`src/hdl/lcs_pkg.sv`:
```
// ----------------------------------------------------------------------------
// lcs_pkg: shared definitions for the longest common subsequence block
// Operation codes, fixed field widths and the control flags of a queue word.
// ----------------------------------------------------------------------------
package lcs_pkg;

  localparam int SYM_W     = 8;
  localparam int OUT_LEN_W = 6;

  localparam logic OP_FIRST  = 1'b0;
  localparam logic OP_SECOND = 1'b1;

  // control flags of one queued word
  typedef struct packed {
    logic run;  // second string ended: start the table fill
    logic wr;   // symbol is stored
    logic sel;  // target string, an OP_* code
  } lcs_ctl_t;

  localparam int CTL_W = $bits(lcs_ctl_t);

endpackage

```
`src/hdl/lcs_fifo.sv`:
```
// ----------------------------------------------------------------------------
// lcs_fifo: two-word queue
// Decouples classification from table work; full and empty from a count.
// ----------------------------------------------------------------------------
module lcs_fifo #(
  parameter int WIDTH = 8
) (
  input  logic             clk_i,
  input  logic             rst_ni,
  input  logic             push_i,
  input  logic [WIDTH-1:0] data_i,
  output logic             full_o,
  input  logic             pop_i,
  output logic             valid_o,
  output logic [WIDTH-1:0] data_o
);
  import lcs_pkg::*;

  logic [WIDTH-1:0] mem_q [2];
  logic             wptr_q, rptr_q;
  logic [1:0]       cnt_q;

  assign full_o  = cnt_q == 2'd2;
  assign valid_o = cnt_q != 2'd0;
  assign data_o  = mem_q[rptr_q];

  always_ff @(posedge clk_i) begin
    if (push_i) begin
      mem_q[wptr_q] <= data_i;
    end
  end

  always_ff @(posedge clk_i or negedge rst_ni) begin
    if (!rst_ni) begin
      wptr_q <= 1'b0;
      rptr_q <= 1'b0;
      cnt_q  <= 2'd0;
    end else begin
      if (push_i) begin
        wptr_q <= ~wptr_q;
      end
      if (pop_i) begin
        rptr_q <= ~rptr_q;
      end
      if (push_i && !pop_i) begin
        cnt_q <= cnt_q + 2'd1;
      end else if (pop_i && !push_i) begin
        cnt_q <= cnt_q - 2'd1;
      end
    end
  end

endmodule

```
`config.mk`:
```
export PLATFORM = sky130hd
export DESIGN_NAME = lcs_fifo
export DESIGN_NICKNAME = d
export VERILOG_FILES = /design/src/hdl/lcs_pkg.sv /design/src/hdl/lcs_fifo.sv
export SDC_FILE = /design/constraint.sdc
export NUM_CORES = 1
export LEC_CHECK = 0
export BUFFER_PORTS_ARGS = -buffer_cell sky130_fd_sc_hd__buf_2
export CAP_MARGIN = 20
export CORE_UTILIZATION = 52
export DETAILED_ROUTE_END_ITERATION = 8
export MAX_ROUTING_LAYER = met4
export PLACE_DENSITY = 0.86
export SLEW_MARGIN = 10
export SYNTH_ARGS = -nofsm -noshare
export SYNTH_HDL_FRONTEND = slang
export SYNTH_SLANG_ARGS = --single-unit
```
`constraint.sdc`:
```
create_clock -name clk_i -period 3.5 [get_ports clk_i]
set_clock_uncertainty 0.2 [all_clocks]
set_input_delay 0.525 -clock clk_i [delete_from_list [all_inputs] [get_ports clk_i]]
set_output_delay 0.525 -clock clk_i [all_outputs]
set_load 0.01 [all_outputs]
```
; ---- Word level (Yosys, flattened, before mapping)
; Memory sizes are Yosys's and may differ from the RTL's.
; Index checks and enable logic that the tools add are counted.
[classes]
addsub = 2
eq_ne = 1
mux = 4
n_bitwise = 2
reduce_logical = 6
[ops]
columns = op, n
row1 = 2-bit 2-to-1 mux, 2
row2 = 2-bit nonzero test, 2
row3 = "2-bit by 1-bit adder with 2-bit output, second input constant", 1
row4 = "2-bit == test, second input constant", 1
row5 = 1-bit logical AND, 2
row6 = 1-bit zero test, 2
row7 = 1-bit 2-to-1 mux, 2
row8 = 1-bit inverter, 2
row9 = "2-bit by 1-bit subtractor with 2-bit output, second input constant", 1
[word_totals]
ff_bits = 4
ram_bits = 16
input_bits = 12
output_inout_bits = 10
wordCells = 19
memories = 1
[memory_table]
columns = memory, depth, width, rd, rd_clocked_by_memory_dff, wr, line
row1 = mem_q, 2, 8, 1, 0, 1, lcs_fifo.sv:19  ; logic [WIDTH-1:0] mem_q [2];

; ---- Depth between registers and ports, before layout
[logic_depth]
word_depth = 4
mapped_depth = 5
ltp_nobuf = 5

; ---- Worst setup path before layout
; OpenSTA, ideal clock, no wires.
[synth_timing]
path_type = register to output
startpoint = register rptr_q
endpoint = output data_o[0]
arrival_ns = 0.803
required_time_ns = 2.775
path_slack_ns = 1.972
stages_incl_launch_ff = 3
path_buffers = 1
cell_sequence = dfrtp_1 -> buf_6 -> mux2_4
[synth_via]
elab_chain_cells = 1
[synth_lines]
columns = item, line
row1 = start: declaration, lcs_fifo.sv:20  ; logic wptr_q, rptr_q;
row2 = start signal: assignment, lcs_fifo.sv:43  ; rptr_q <= ~rptr_q;
row3 = memory read 2 x 8 bit, -
row4 = end: declaration, lcs_fifo.sv:15  ; output logic [WIDTH-1:0] data_o
; Every way passes these cells.

; ---- Final worst setup path
[layout_timing]
startpoint = register rptr_q
endpoint = output data_o[3]
; The elaborated chain is that of the path after synthesis.

==> summary.json <==
{
  "run_status": "complete, no violations",
  "setup_tns_ns": 0,
  "clock_latency_ns": 0.29,
  "final_min_period_over_clock_period": 0.615,
  "detail-route-antenna-nets": 0,
  "synthFlopType": "sky130_fd_sc_hd__edfxtp_1",
  "synthDominantCellAreaShare": 0.598,
  "ctsResizeCount": 0,
  "fmax_ghz": 0.465,
  "tritoncts": "built",
  "required_ns": 2.77,
  "largest_family_of_logic_cells_by_synthesized_area": "multiplexers",
  "place_area_um2": 916,
  "path_max_fanout": 9,
  "area.sequential_um2": 581,
  "peakVddDrop_uv": 418,
  "crit_path_end_kind": "output pin",
  "grt_start_max_net_pins": 12,
  "start_kind": "flop",
  "cts_sinks": 20,
  "row_count": 13,
  "drc_errors": 0,
  "setup.worst_path.class": "reg -> out",
  "max-slew-margin-rel": 0.540,
  "coreArea_mm2": 0.00137,
  "layout.nets": 80,
  "finalSetupViolCount": 0,
  "cts_max_level": 1,
  "grt_overflow_total": 0,
  "synth_adder_area_share": 0.0156,
  "total_leakage_power_nw": 0.412,
  "yosys-mux-area-fraction": 0.150,
  "grt_pass1_vias": 360,
  "synth_sequential_area_ratio": 0.723,
  "post_synth_num_cell_types": 13,
  "post_synth_main_area_contributors": "sky130_fd_sc_hd__edfxtp_1, sky130_fd_sc_hd__mux2_4, sky130_fd_sc_hd__dfrtp_1, sky130_fd_sc_hd__xor2_1, sky130_fd_sc_hd__ha_1",
  "synth-warning-count": 0,
  "grt_util_all_layers": 0.161,
  "cp_data_arrival_time_ns": 1.43,
  "synthXorXnorAreaFrac": 0.0545,
  "top_level_ports": 22,
  "yosys.area.top_type": "sky130_fd_sc_hd__edfxtp_1",
  "fin_crit_ns": 2.15,
  "detail_route.first_pass.iterations": 4,
  "syn-num-nets": 54,
  "cts_buffer_depth": 2,
  "route.vias.total": 396,
  "final_antenna_diode_count": 0,
  "count_of_flip_flops_with_a_built_in_enable_after_synthesis": 16,
  "slew_viol_final": 0,
  "root_buffer_selected_by_cts": "sky130_fd_sc_hd__clkbuf_4",
  "chipHeight_um": 41.3,
  "cts_setup_buffers": 0,
  "syn_area_per_cell_um2": 19.6,
  "hpwl_after_detailed_placement_um": 835,
  "routed_via_density": 4.89,
  "synth-async-reset-ratio": 0.200,
  "holdCritPathClass": "in -> reg",
  "overall_die_width_um": 41.3,
  "layout.cell_area.non_filler_um2": 952,
  "tightestPinTransition_ns": 0.688,
  "drv_cap": 0,
  "grt_first_pass_wirelength_um": 1560,
  "hold_viol": 0,
  "syn-instance-count": 41,
  "post_synth_instance_area_um2": 803,
  "postRouteWirelength_um": 1070,
  "cts_inserted_buffers": 3,
  "path_clk_slew_ns": 0.10,
  "globalplace.congestion": 0.649,
  "first_iter_violations": 2,
  "port_buffer_count": 21,
  "synth-compound-area-share": 0,
  "post_synth_and_or_nand_nor_area_fraction": 0.0389,
  "ratio_of_cells_with_drive_above_1_in_the_final_layout": 0.500,
  "synth.cells.most_frequent": "sky130_fd_sc_hd__edfxtp_1, sky130_fd_sc_hd__mux2_4, sky130_fd_sc_hd__dfrtp_1, sky130_fd_sc_hd__xor2_1",
  "initial_utilization": 0.588,
  "wl_per_cell_um": 13.1,
  "post-synth-top-count-cell": "sky130_fd_sc_hd__edfxtp_1",
  "final.fill_count": 101,
  "ys_ff_latch": 20,
  "cellPowerDensity_mw_per_mm2": 731,
  "unrepaired_setup_endpoints_after_global_routing": "no",
  "flow.area_growth_from_synthesis_pct": 18.5,
  "design.die.area_mm2": 0.00171,
  "initial_antenna_violation_count": 0,
  "area_of_the_multi_input_gates_um2": 208
}
## flip-flops by register name, indices dropped and copies added, names as in the netlist
signal,flops
cnt_q,2
rptr_q,1
mem_q,16
wptr_q,1
## metal layers
metal	part of all wire	GRT usage	up-vias
li1	-	-	202
met1	0.46	0.188	179
met2	0.50	0.258	15
met3	0.043	0.0479	0
met4	0	0.0726	0
met5	0	-	-
## final timing paths
path / start / to / slack, ns / cells after the start
max: rptr_q$_DFFE_PN0P_ / data_o[3] / 1.35 / 2
min: data_i[0] / mem_q[0][0]$_DFFE_PP_ / 0.22 / 1
max reg2reg: wptr_q$_DFFE_PN0P_ / mem_q[0][6]$_DFFE_PP_ / 1.97 / 1
min reg2reg: cnt_q[1]$_DFFE_PN0P_ / cnt_q[1]$_DFFE_PN0P_ / 0.30 / 1
max in group asynchronous: rst_ni / cnt_q[0]$_DFFE_PN0P_ / 2.62 / 2
min in group asynchronous: rst_ni / wptr_q$_DFFE_PN0P_ / 0.35 / 2
## what timing repair did
action | CTS | global route
hold buffers | 1 | 0
endpoints found under the setup margin | 0 | 0
endpoints found under the hold margin | 4 | 0
## cells in the final DEF, fill, tap and decap left out
cell type,instances
sky130_fd_sc_hd__clkinv_1,1
sky130_fd_sc_hd__nor2b_1,1
sky130_fd_sc_hd__buf_2,21
sky130_fd_sc_hd__edfxtp_1,16
sky130_fd_sc_hd__xnor2_1,1
sky130_fd_sc_hd__and2_1,1
sky130_fd_sc_hd__mux2_4,8
sky130_fd_sc_hd__clkbuf_4,3
sky130_fd_sc_hd__and2b_2,1
sky130_fd_sc_hd__inv_1,1
sky130_fd_sc_hd__dlygate4sd3_1,1
sky130_fd_sc_hd__dfrtp_1,4
sky130_fd_sc_hd__xor2_1,4
sky130_fd_sc_hd__or2_1,1
sky130_fd_sc_hd__nor2_1,1
sky130_fd_sc_hd__ha_1,1
## report_power, final
part           leakage, nW  internal [W]  switching (W)  total, W
sequential           0.197      0.000323      0.0000515  0.000375
combinational        0.200      0.000131      0.0000866  0.000217
clock               0.0154     0.0000414      0.0000623  0.000104
total                0.412      0.000496       0.000200  0.000696
## worst max-delay path: stages, from the launching register on
cell and delay, ns:
sky130_fd_sc_hd__dfrtp_1 0.66, sky130_fd_sc_hd__mux2_4 0.34, sky130_fd_sc_hd__buf_2 0.14
## cell type report
type	count	share of cell area
Sequential cell	20	0.610
Clock inverter	1	0.00394
Inverter	1	0.00394
Tap cell	15	0.0197
Timing Repair Buffer	22	0.121
Clock buffer	3	0.0237
Multi-Input combinational cell	19	0.218
## cells by family (layout without fill, tap and decap cells)
| logic type | after synthesis | count (layout) |
|---|---|---|
| xor gates and xnor gates | 5 | 5 |
| adders and majority gates | 1 | 1 |
| buffers and inverters | 2 | 27 |
| DFF | 20 | 20 |
| muxes | 8 | 8 |
| and+or+nand+nor | 5 | 5 |
## per-stage QoR
step / instances / hold slack, ns / total power (W) / utilization / setup WS (ns)
3_3_place_gp: 76 / 0.137 / 0.000593 / 0.670 / 1.68
4_1_cts: 81 / 0.208 / 0.000705 / 0.697 / 1.32
3_5_place_dp: 76 / 0.138 / 0.000600 / 0.670 / 1.66
5_1_grt: 81 / 0.198 / 0.000741 / 0.697 / 1.27
2_1_floorplan: 41 / 0.0294 / 0.000538 / - / 1.97
6_report: 81 / 0.218 / 0.000696 / 0.697 / 1.35
(Power assumes the default switching activity.)
