<file path="src/hdl/lcs_pkg.sv">
// ----------------------------------------------------------------------------
// lcs_pkg: shared definitions for the longest common subsequence block
// Operation codes, fixed field widths and the control flags of a queue word.
// ----------------------------------------------------------------------------
package lcs_pkg;

  localparam int SYM_W     = 8;
  localparam int OUT_LEN_W = 6;

  localparam logic OP_FIRST  = 1'b0;
  localparam logic OP_SECOND = 1'b1;

  // control flags of one queued word
  typedef struct packed {
    logic run;  // second string ended: start the table fill
    logic wr;   // symbol is stored
    logic sel;  // target string, an OP_* code
  } lcs_ctl_t;

  localparam int CTL_W = $bits(lcs_ctl_t);

endpackage

</file>
<file path="src/hdl/lcs_front.sv">
// ----------------------------------------------------------------------------
// lcs_front: input classification
// Tracks both string lengths, decides store address or drop for each symbol,
// and marks the word that ends the second string as a run request.
// ----------------------------------------------------------------------------
module lcs_front #(
  parameter int MAX_LEN = 32,
  parameter int CW      = $clog2(MAX_LEN + 1)
) (
  input  logic                    clk_i,
  input  logic                    rst_ni,
  input  logic                    valid_i,
  output logic                    stall_o,
  input  logic                    operation_i,
  input  logic [lcs_pkg::SYM_W-1:0] symbol_i,
  input  logic                    end_of_string_i,
  input  logic                    full_i,
  output logic                    push_o,
  output lcs_pkg::lcs_ctl_t       ctl_o,
  output logic [CW-1:0]           addr_o,
  output logic [lcs_pkg::SYM_W-1:0] sym_o,
  output logic [CW-1:0]           m_o,
  output logic [CW-1:0]           n_o
);
  import lcs_pkg::*;

  logic [CW-1:0] first_q, first_d;
  logic [CW-1:0] second_q, second_d;
  logic [CW-1:0] cnt_sel;
  logic          room;

  assign stall_o = full_i;
  assign push_o  = valid_i && !full_i;
  assign cnt_sel = (operation_i == OP_SECOND) ? second_q : first_q;
  assign room    = cnt_sel < CW'(MAX_LEN);

  always_comb begin
    ctl_o.run = (operation_i == OP_SECOND) && end_of_string_i;
    ctl_o.wr  = room;
    ctl_o.sel = operation_i;
  end

  assign addr_o = cnt_sel;
  assign sym_o  = symbol_i;
  assign m_o    = first_q;
  assign n_o    = (room && operation_i == OP_SECOND) ? second_q + 1'b1 : second_q;

  always_comb begin
    first_d  = first_q;
    second_d = second_q;
    if (push_o) begin
      if (ctl_o.run) begin
        first_d  = '0;
        second_d = '0;
      end else if (room) begin
        if (operation_i == OP_SECOND) begin
          second_d = second_q + 1'b1;
        end else begin
          first_d = first_q + 1'b1;
        end
      end
    end
  end

  always_ff @(posedge clk_i or negedge rst_ni) begin
    if (!rst_ni) begin
      first_q  <= '0;
      second_q <= '0;
    end else begin
      first_q  <= first_d;
      second_q <= second_d;
    end
  end

endmodule

</file>
<file path="config.mk">
export PLATFORM = sky130hd
export DESIGN_NAME = lcs_front
export DESIGN_NICKNAME = d
export VERILOG_FILES = /design/src/hdl/lcs_pkg.sv /design/src/hdl/lcs_front.sv
export SDC_FILE = /design/constraint.sdc
export NUM_CORES = 1
export LEC_CHECK = 0
export BUFFER_PORTS_ARGS = -buffer_cell sky130_fd_sc_hd__buf_2
export CELL_PAD_IN_SITES_DETAIL_PLACEMENT = 0
export CELL_PAD_IN_SITES_GLOBAL_PLACEMENT = 2
export CORE_ASPECT_RATIO = 0.9
export CORE_UTILIZATION = 22
export DETAILED_ROUTE_END_ITERATION = 10
export GPL_ROUTABILITY_DRIVEN = 0
export PLACE_DENSITY_LB_ADDON = 0.08
export SYNTH_ARGS = -nofsm -noshare
export SYNTH_HDL_FRONTEND = slang
export SYNTH_SLANG_ARGS = --single-unit
</file>
<file path="constraint.sdc">
create_clock -name clk_i -period 1.17 [get_ports clk_i]
set_input_delay 0.0585 -clock clk_i [delete_from_list [all_inputs] [get_ports clk_i]]
set_output_delay 0.0585 -clock clk_i [all_outputs]
set_load 0.01 [all_outputs]
</file>
Word level (Yosys, flattened, before mapping)
Index checks and enable logic that the tools add are counted.
{"block": "op_classes", "n_reduce_logical": 8, "n_addsub": 2, "eq_ne": 1, "n_lt_le_gt_ge": 1, "mux": 8}
{"operator": "two-way mux 6 bit", "count": 8}
{"operator": "adder 6 x 1 -> 6 bit, second input constant", "count": 2}
{"operator": "less-than comparator 6 bit, second input constant", "count": 1}
{"operator": "AND reduction 3 bit", "count": 2}
{"operator": "nonzero test 2 bit", "count": 2}
{"operator": "logical AND 1 bit", "count": 3}
{"operator": "!= test 2 x 1 -> 1 bit, second input constant", "count": 1}
{"operator": "logical NOT 1 bit", "count": 1}
{"block": "word_totals", "out_inout_bits": 31, "word_cells": 22, "regBits": 12, "inputBits": 14}

Depth between registers and ports, before layout
Gate-level depths: netlist of the first run.
{"block": "logic_depth", "depth_word": 4, "depth_mapped": 5, "depth_no_buf": 5}

Worst setup path before layout of the first run
No wires, ideal clock.
{"block": "synth_timing", "path_kind": "reg2out", "startpoint": "reg second_q[0]", "endpoint": "out n_o[4]", "required_time_ps": 1112, "arrival_ps": 1256, "n_path_buf": 0, "path_stages_with_launch": 6, "path_slack_ps": -144, "path_cell_list": "dfrtp_1 ha_1 nor2b_1 nand2_1 nor2_1 xor2_1"}
{"block": "synth_between", "elab_chain_len": 4, "elab_cells_between_ends": 5, "cone_classes": "1 x add/sub; 1 x order compare; 2 x mux; 1 x reduce/logical"}
{"element": "from (decl)", "line_no": "lcs_front.sv:28", "source": "logic [CW-1:0] second_q, second_d;"}
{"element": "from (signal assigned)", "line_no": "lcs_front.sv:71", "source": "second_q <= second_d;"}
{"element": "two-way mux 6 bit", "line_no": "lcs_front.sv:34", "source": "assign cnt_sel = (operation_i == OP_SECOND) ? second_q : first_q;"}
{"element": "less-than comparator 6 bit", "line_no": "lcs_front.sv:35", "source": "assign room = cnt_sel < CW'(MAX_LEN);"}
{"element": "logical AND 1 bit", "line_no": "lcs_front.sv:46", "source": "assign n_o = (room && operation_i == OP_SECOND) ? second_q + 1'b1 : second_q;"}
{"element": "two-way mux 6 bit *", "line_no": "lcs_front.sv:46"}
{"element": "to (decl)", "line_no": "lcs_front.sv:23", "source": "output logic [CW-1:0] n_o"}
Mark *: on every way between the ends. The rest lies on a longest branch, timed or not.

Final worst setup path of the first run
Same ends and word-level chain as after synthesis.

==> results of run 1 <==
-- cell families (layout without fill, tap and decap cells) --
group,after synthesis,in the layout
xor+xnor,4,4
compound gates,26,26
simple gates,40,40
mux,4,4
flops,12,12
fa+ha+maj,2,2
buf+inv,22,69
-- path summary, 6_finish.rpt --
kind | start | endpoint | slack (ns) | depth (start not counted)
max in group asynchronous | rst_ni | m_o[0] | 0.66 | 2
max | second_q[0] | n_o[4] | -0.26 | 6
min in group asynchronous | rst_ni | second_q[4] | 0.24 | 2
min | symbol_i[4] | sym_o[4] | 0.12 | 0
max reg2reg | second_q[0] | second_q[4] | -0.08 | 6
min reg2reg | second_q[4] | second_q[4] | 0.56 | 1
-- synth_stat cells (2+ instances only) --
cell type | instances | area [sq um]
xnor2_1 | 2 | 17.52
ha_1 | 2 | 25.02
mux2_2 | 4 | 45.04
inv_1 | 5 | 18.77
buf_4 | 11 | 82.58
xor2_1 | 2 | 17.52
o211ai_1 | 2 | 15.01
dfrtp_1 | 12 | 300.3
nand2b_1 | 3 | 18.77
a21o_1 | 2 | 15.01
or4_1 | 2 | 15.01
o31ai_1 | 2 | 15.01
a31oi_1 | 3 | 18.77
nand2_1 | 14 | 52.55
and2_4 | 2 | 17.52
nor2_1 | 7 | 26.28
nand3_1 | 4 | 20.02
clkbuf_1 | 4 | 15.01
o21ai_0 | 11 | 55.05
-- state kept, by name, summed over array words and instances, names as in the netlist --
name	cells
m_o	6
second_q	6
-- per-layer routing --
layer,global-route usage,vias to the layer above
li1,-,463
met4,0.04250,0
met3,0.03840,6
met1,0.1766,439
met5,0,-
met2,0.2151,28
-- timing repair --
item | in CTS | in global routing
hold buffers | 1 | 0
setup endpoints to repair | 17 | 22
endpoints found under the hold margin | 12 | 0
gates resized for setup | 18 | 15
pin swaps | 10 | 4
setup buffers | 6 | 2
-- per-stage QoR --
step / hold WS, ns / setup TNS, ns / setup slack [ns]
finish: 0.1170 / -1.822 / -0.2644
global route: 0.1170 / -2.874 / -0.3468
CTS: 0.1171 / -2.050 / -0.3163
detailed placement: -0.02283 / -0.3255 / -0.1085
global placement: -0.02360 / -0.1538 / -0.08971
floorplan: -0.2371 / -0.2057 / -0.09858
-- layout make-up --
| cell class | count | area, sq um |
|---|---|---|
| Fill cell | 419 | 2414 |
| Sequential cell | 12 | 306.5 |
| Multi-Input combinational cell | 76 | 594.3 |
| Clock buffer | 4 | 55.05 |
| Inverter | 6 | 22.52 |
| Tap cell | 46 | 57.56 |
| Timing Repair Buffer | 59 | 412.9 |
-- placed cells by master, fill, tap and decap left out, types with 2 or more instances in the layout --
cell type / n
a21o_1: 2
a31oi_1: 2
and2_4: 3
buf_2: 25
buf_4: 25
buf_6: 8
clkbuf_8: 4
dfrtp_1: 7
dfrtp_2: 5
ha_4: 2
inv_1: 4
inv_2: 2
mux2_2: 3
nand2_1: 11
nand2_2: 3
nand2b_4: 3
nand3_1: 3
nor2_1: 4
nor2_2: 3
o211ai_1: 2
o21ai_0: 6
o21ai_1: 5
o31ai_1: 2
xor2_1: 2
-- power by group through the flow --
stage / Clock (mW) / Combinational [mW] / Sequential, mW
floorplan: 0 / 0.356 / 0.662
global route: 0.512 / 1.00 / 0.607
CTS: 0.496 / 0.852 / 0.588
global placement: 0 / 0.789 / 0.586
finish: 0.476 / 0.904 / 0.598
detailed placement: 0 / 0.787 / 0.588
==> results.txt, run 1 <==
status -> finished with violations
failing checks -> negative setup slack
Slowest-stage cell, CP -> dfrtp_1
slew of the pin with the lowest slew margin -> 0.3270 ns
CP Class -> register to output pin
final setup fails -> 16
highest routed layer -> met4
simple logic cell fraction of the synthesized area -> 0.2330
Post-Synth Adder-Cell Area -> 0.02725
DRT iter0 DRCs -> 37
largest family of logic cells by synthesized area -> simple AND/OR/NAND/NOR gates
Synth Instances -> 110
Switching Share -> 0.3644
Root Driver -> clkbuf_8
DR WL met2 -> 1367 um
share of async-settable or async-resettable flops after synthesis -> 1.000
initial antenna violation count -> 0
worst min path class -> input port to output pin
max_slew headroom -> 0.7820
number of synthesized flops with an enable pin -> 0
vias in the first global route -> 935
RSZ-0062 raised after global routing -> yes
Final Slew Violations -> 0
Longest Clk Path Bufs -> 2
Syn Std Cell Area -> 918.4 sq um
GRT Total Usage -> 0.1353
Cell Int Power -> 1.258 mW
drt pass-1 iters -> 4
setup ws final -> -0.2644 ns
WP buf/inv -> 1
Critical Path Max Stage Delay -> 0.39 ns
Lkg Pwr -> 0.7100 nW
height of the die -> 63.30 um
grt total ovfl -> 0
proportion of synthesized area in mux cells -> 0.04905
clock transition at the registers of the reported paths -> 0.06 ns
htree depth -> 1
sequential-to-total area share from yosys stat -> 0.3270
combinational group share of total power -> 0.457
Yosys warnings -> 0
Seq pwr share -> 0.302
largest net degree at the start of global routing -> 13
CTS tree -> yes
xor and xnor area share after synthesis -> 0.03815
Clock power frac -> 0.241
Most used DFF post-synth -> dfrtp_1
Synth Area in Compound Gates -> 0.1826
MaxCap Viol Count -> 0
total power -> 1.978 mW
NumNets Final -> 174
std cell rows -> 21
fin util -> 0.3751
DP Area -> 1206 sq um
non-filler cells in the finished layout -> 203
worst path required time -> 1.11 ns
Worst-Skew Late Latency -> 0.24 ns
core area -> 3862 sq um
CP arrival -> 1.38 ns
CP cell instances -> ha_4 -> nor2b_4 -> nand2_2 -> nor2_2 -> xor2_1 -> buf_2
Die ar. -> 4437 sq um
layout cells sized above 1 -> 0.5987
post-route clock period utilization -> 1.226
CTS Sinks -> 12
maximum vdd drop -> 0.5353 mV
Residual DRC -> 0
crit path max fanout -> 2
Tmin final -> 1.434 ns
Post-Route M1 WL -> 1378 um
PD cells -> 1366 nW/um^2
Die W -> 70.11 um
Startpoint Class -> register
Antenna Cells -> 0
first-pass GRT wire length -> 4623 um
Hold Vio Cnt, Final -> 0
Via density -> 4.611
ANT nets after route -> 0
Design Area, Final -> 1449 sq um
Layout Area Growth over Synthesis -> 57.77%
synthesis-stage register bit count -> 12
Clock Skews -> 0.001836 ns
initial core utilization -> 0.2378
Inst Count DP -> 191
syn nets -> 126
detailed placer's ending HPWL -> 2184 um
Synth cell types -> 35
post-synthesis average cell area -> 8.349 sq um
wire per inst -> 14.44 um
IO buf count -> 28
critical path endpoint category -> output pin
top-level I/O count -> 45
WL final -> 2932 um
DR vias -> 936
sw power -> 720.9 uW
Max Freq -> 697.2 MHz
Worst path top cell family by delay -> flip-flops
TritonCTS Buffers -> 3
WL met3 -> 162 um
Note: power is estimated with default switching activity, not from simulation.
==> run 2: changes to the inputs <==
--- a/config.mk
+++ b/config.mk
@@ -8,7 +8,7 @@
 export BUFFER_PORTS_ARGS = -buffer_cell sky130_fd_sc_hd__buf_2
 export CELL_PAD_IN_SITES_DETAIL_PLACEMENT = 0
 export CELL_PAD_IN_SITES_GLOBAL_PLACEMENT = 2
-export CORE_ASPECT_RATIO = 0.9
+export CORE_ASPECT_RATIO = 2
 export CORE_UTILIZATION = 22
 export DETAILED_ROUTE_END_ITERATION = 10
 export GPL_ROUTABILITY_DRIVEN = 0
==> run 2 against run 1 <==
  * The run still ends with negative setup slack left
  * First-iteration DRC count decreased by 68%
  * Utilization grew 2.3 points
  * Worst hold slack is essentially flat
  * Total power grew 4.7%
  * Clock skew up 0.0015 ns
  * Combinational power up 18%
  * Flip-flop and latch count did not move
  * Critical path depth did not move
  * Global-route usage up 2.8 points
  * Register-to-register slack lost 0.13 ns
  * Count of clock-buffer cells in the layout is the same
  * Clock power shrank 16%
  * Critical endpoint unchanged
==> results.txt, run 2 (synthesis results as in run 1) <==
CP startpoint -> second_q[0]
worst path required time -> 1.11 ns
WHS Endpoint -> sym_o[6]
most common cell after layout, fill and taps aside -> buf_4
Residual DRC -> 0
detailed placer's ending HPWL -> 2489 um
layout cells sized above 1 -> 0.6407
std cell rows -> 32
FF-to-FF End -> second_q[4]
RSZ-0062 raised after global routing -> yes
maximum vdd drop -> 0.5725 mV
Die ar. -> 4452 sq um
Slowest-stage cell, CP -> dfrtp_2
DR vias -> 993
Multi-input gate area -> 604.3 sq um
WL final -> 3148 um
DRT iter0 DRCs -> 12
grt total ovfl -> 0
Max Freq -> 695.6 MHz
CTS tree -> yes
Via density -> 4.555
ANT nets after route -> 0
CP arrival -> 1.38 ns
TritonCTS Buffers -> 3
Longest Clk Path Bufs -> 2
most frequent cells in the layout -> buf_4, buf_2, buf_6
vias in the first global route -> 1079
CP Class -> register to output pin
status -> finished with violations
Layout Area Growth over Synthesis -> 70.03%
NumNets Final -> 184
failing checks -> negative setup slack
Worst R2R Start -> second_q[0]
total power -> 2.071 mW
Tmin final -> 1.438 ns
MaxCap Viol Count -> 0
Worst-Skew Late Latency -> 0.24 ns
pre-CTS worst setup slack -> -0.1287 ns
wire per inst -> 14.44 um
Lkg Pwr -> 0.7571 nW
initial core utilization -> 0.2341
height of the die -> 93.37 um
Hold Vio Cnt, Final -> 0
Critical Path Max Stage Delay -> 0.41 ns
Startpoint Class -> register
fill cell count -> 474
final setup fails -> 20
PD cells -> 1326 nW/um^2
Final Slew Violations -> 0
Die W -> 47.69 um
setup ws final -> -0.2676 ns
Clock Skews -> 0.003291 ns
fin util -> 0.3980
GRT Total Usage -> 0.1637
setup TNS -> -2.454 ns
Storage cell area -> 306.5 sq um
slew of the pin with the lowest slew margin -> 0.3116 ns
critical path endpoint category -> output pin
max_slew headroom -> 0.7923
WHS Path Cells -> 0
CP cell instances -> ha_4 -> nor2b_4 -> nand2_2 -> nor2_2 -> xor2_1 -> buf_2
core area -> 3924 sq um
IO buf count -> 28
drt pass-1 iters -> 2
Antenna Cells -> 0
first-pass GRT wire length -> 5099 um
worst min path class -> input port to output pin
crit path max fanout -> 2
htree depth -> 1
min-delay src -> symbol_i[6]
R2R Setup Slk -> -0.21 ns
CTS Sinks -> 12
top-level I/O count -> 45
largest net degree at the start of global routing -> 13
Reg2Reg Depth -> 7
initial antenna violation count -> 0
Root Driver -> clkbuf_8
clock transition at the registers of the reported paths -> 0.05 ns
post-route clock period utilization -> 1.229
run 2: cell count changes in the layout (fill, tap and decap cells not counted), sizes merged:
cell	delta
buf	+10
run 2: worst max-delay path by stage:
stage	cells past startpoint	endpoint	slack, ns
2_1_floorplan	4	m_o[3]	-0.1
3_3_place_gp	6	n_o[4]	-0.11
3_5_place_dp	6	second_q[1]	-0.13
4_1_cts	5	n_o[3]	-0.33
5_1_grt	6	n_o[4]	-0.34
6_report	6	n_o[4]	-0.27
run 2: stage by stage:
step	cells	hold WS, ns	area, sq um
after floorplan	110	-0.2371	947.2
after global placement	202	-0.02212	1257
after detailed placement	202	-0.02753	1257
after CTS	213	0.1171	1449
after global routing	218	0.1171	1562
final	218	0.1170	1562
run 2: layer usage:
layer | global-route usage | routed length [um] | vias up
li1 | - | - | 484
met1 | 0.1500 | 1025 | 481
met2 | 0.3164 | 1979 | 24
met3 | 0.02703 | 92 | 4
met4 | 0.06481 | 50 | 0
met5 | 0 | 0 | -
run 2: repair_timing:
action	CTS	global route
hold buffers	1	0
endpoints found under the setup margin	17	23
pin swaps	10	8
endpoints found under the hold margin	12	0
resized for setup	27	18
setup buffers	6	5
run 2: layout make-up:
cell class                 count  area share
multi-input combinational     76      0.3870
timing repair buffer          69      0.3325
sequential                    12      0.1963
tap                           51     0.04087
clock buffer                   4     0.02885
inverter                       6     0.01442
run 2: power by group:
part / switching [mW] / total (mW) / internal (mW) / leakage (nW)
registers: 0.101 / 0.607 / 0.506 / 0.151
clock network: 0.158 / 0.398 / 0.240 / 0.0228
logic: 0.481 / 1.07 / 0.585 / 0.584
run 2: critical path, delay by kind of cell, from the launching register on:
| kind | cells | cell delay, ns |
|---|---|---|
| buffers and inverters | 1 | 0.14 |
| XOR/XNOR | 1 | 0.14 |
| adder cells (fa/ha/maj) | 1 | 0.14 |
| AND/OR/NAND/NOR | 3 | 0.31 |
| flip-flops | 1 | 0.41 |
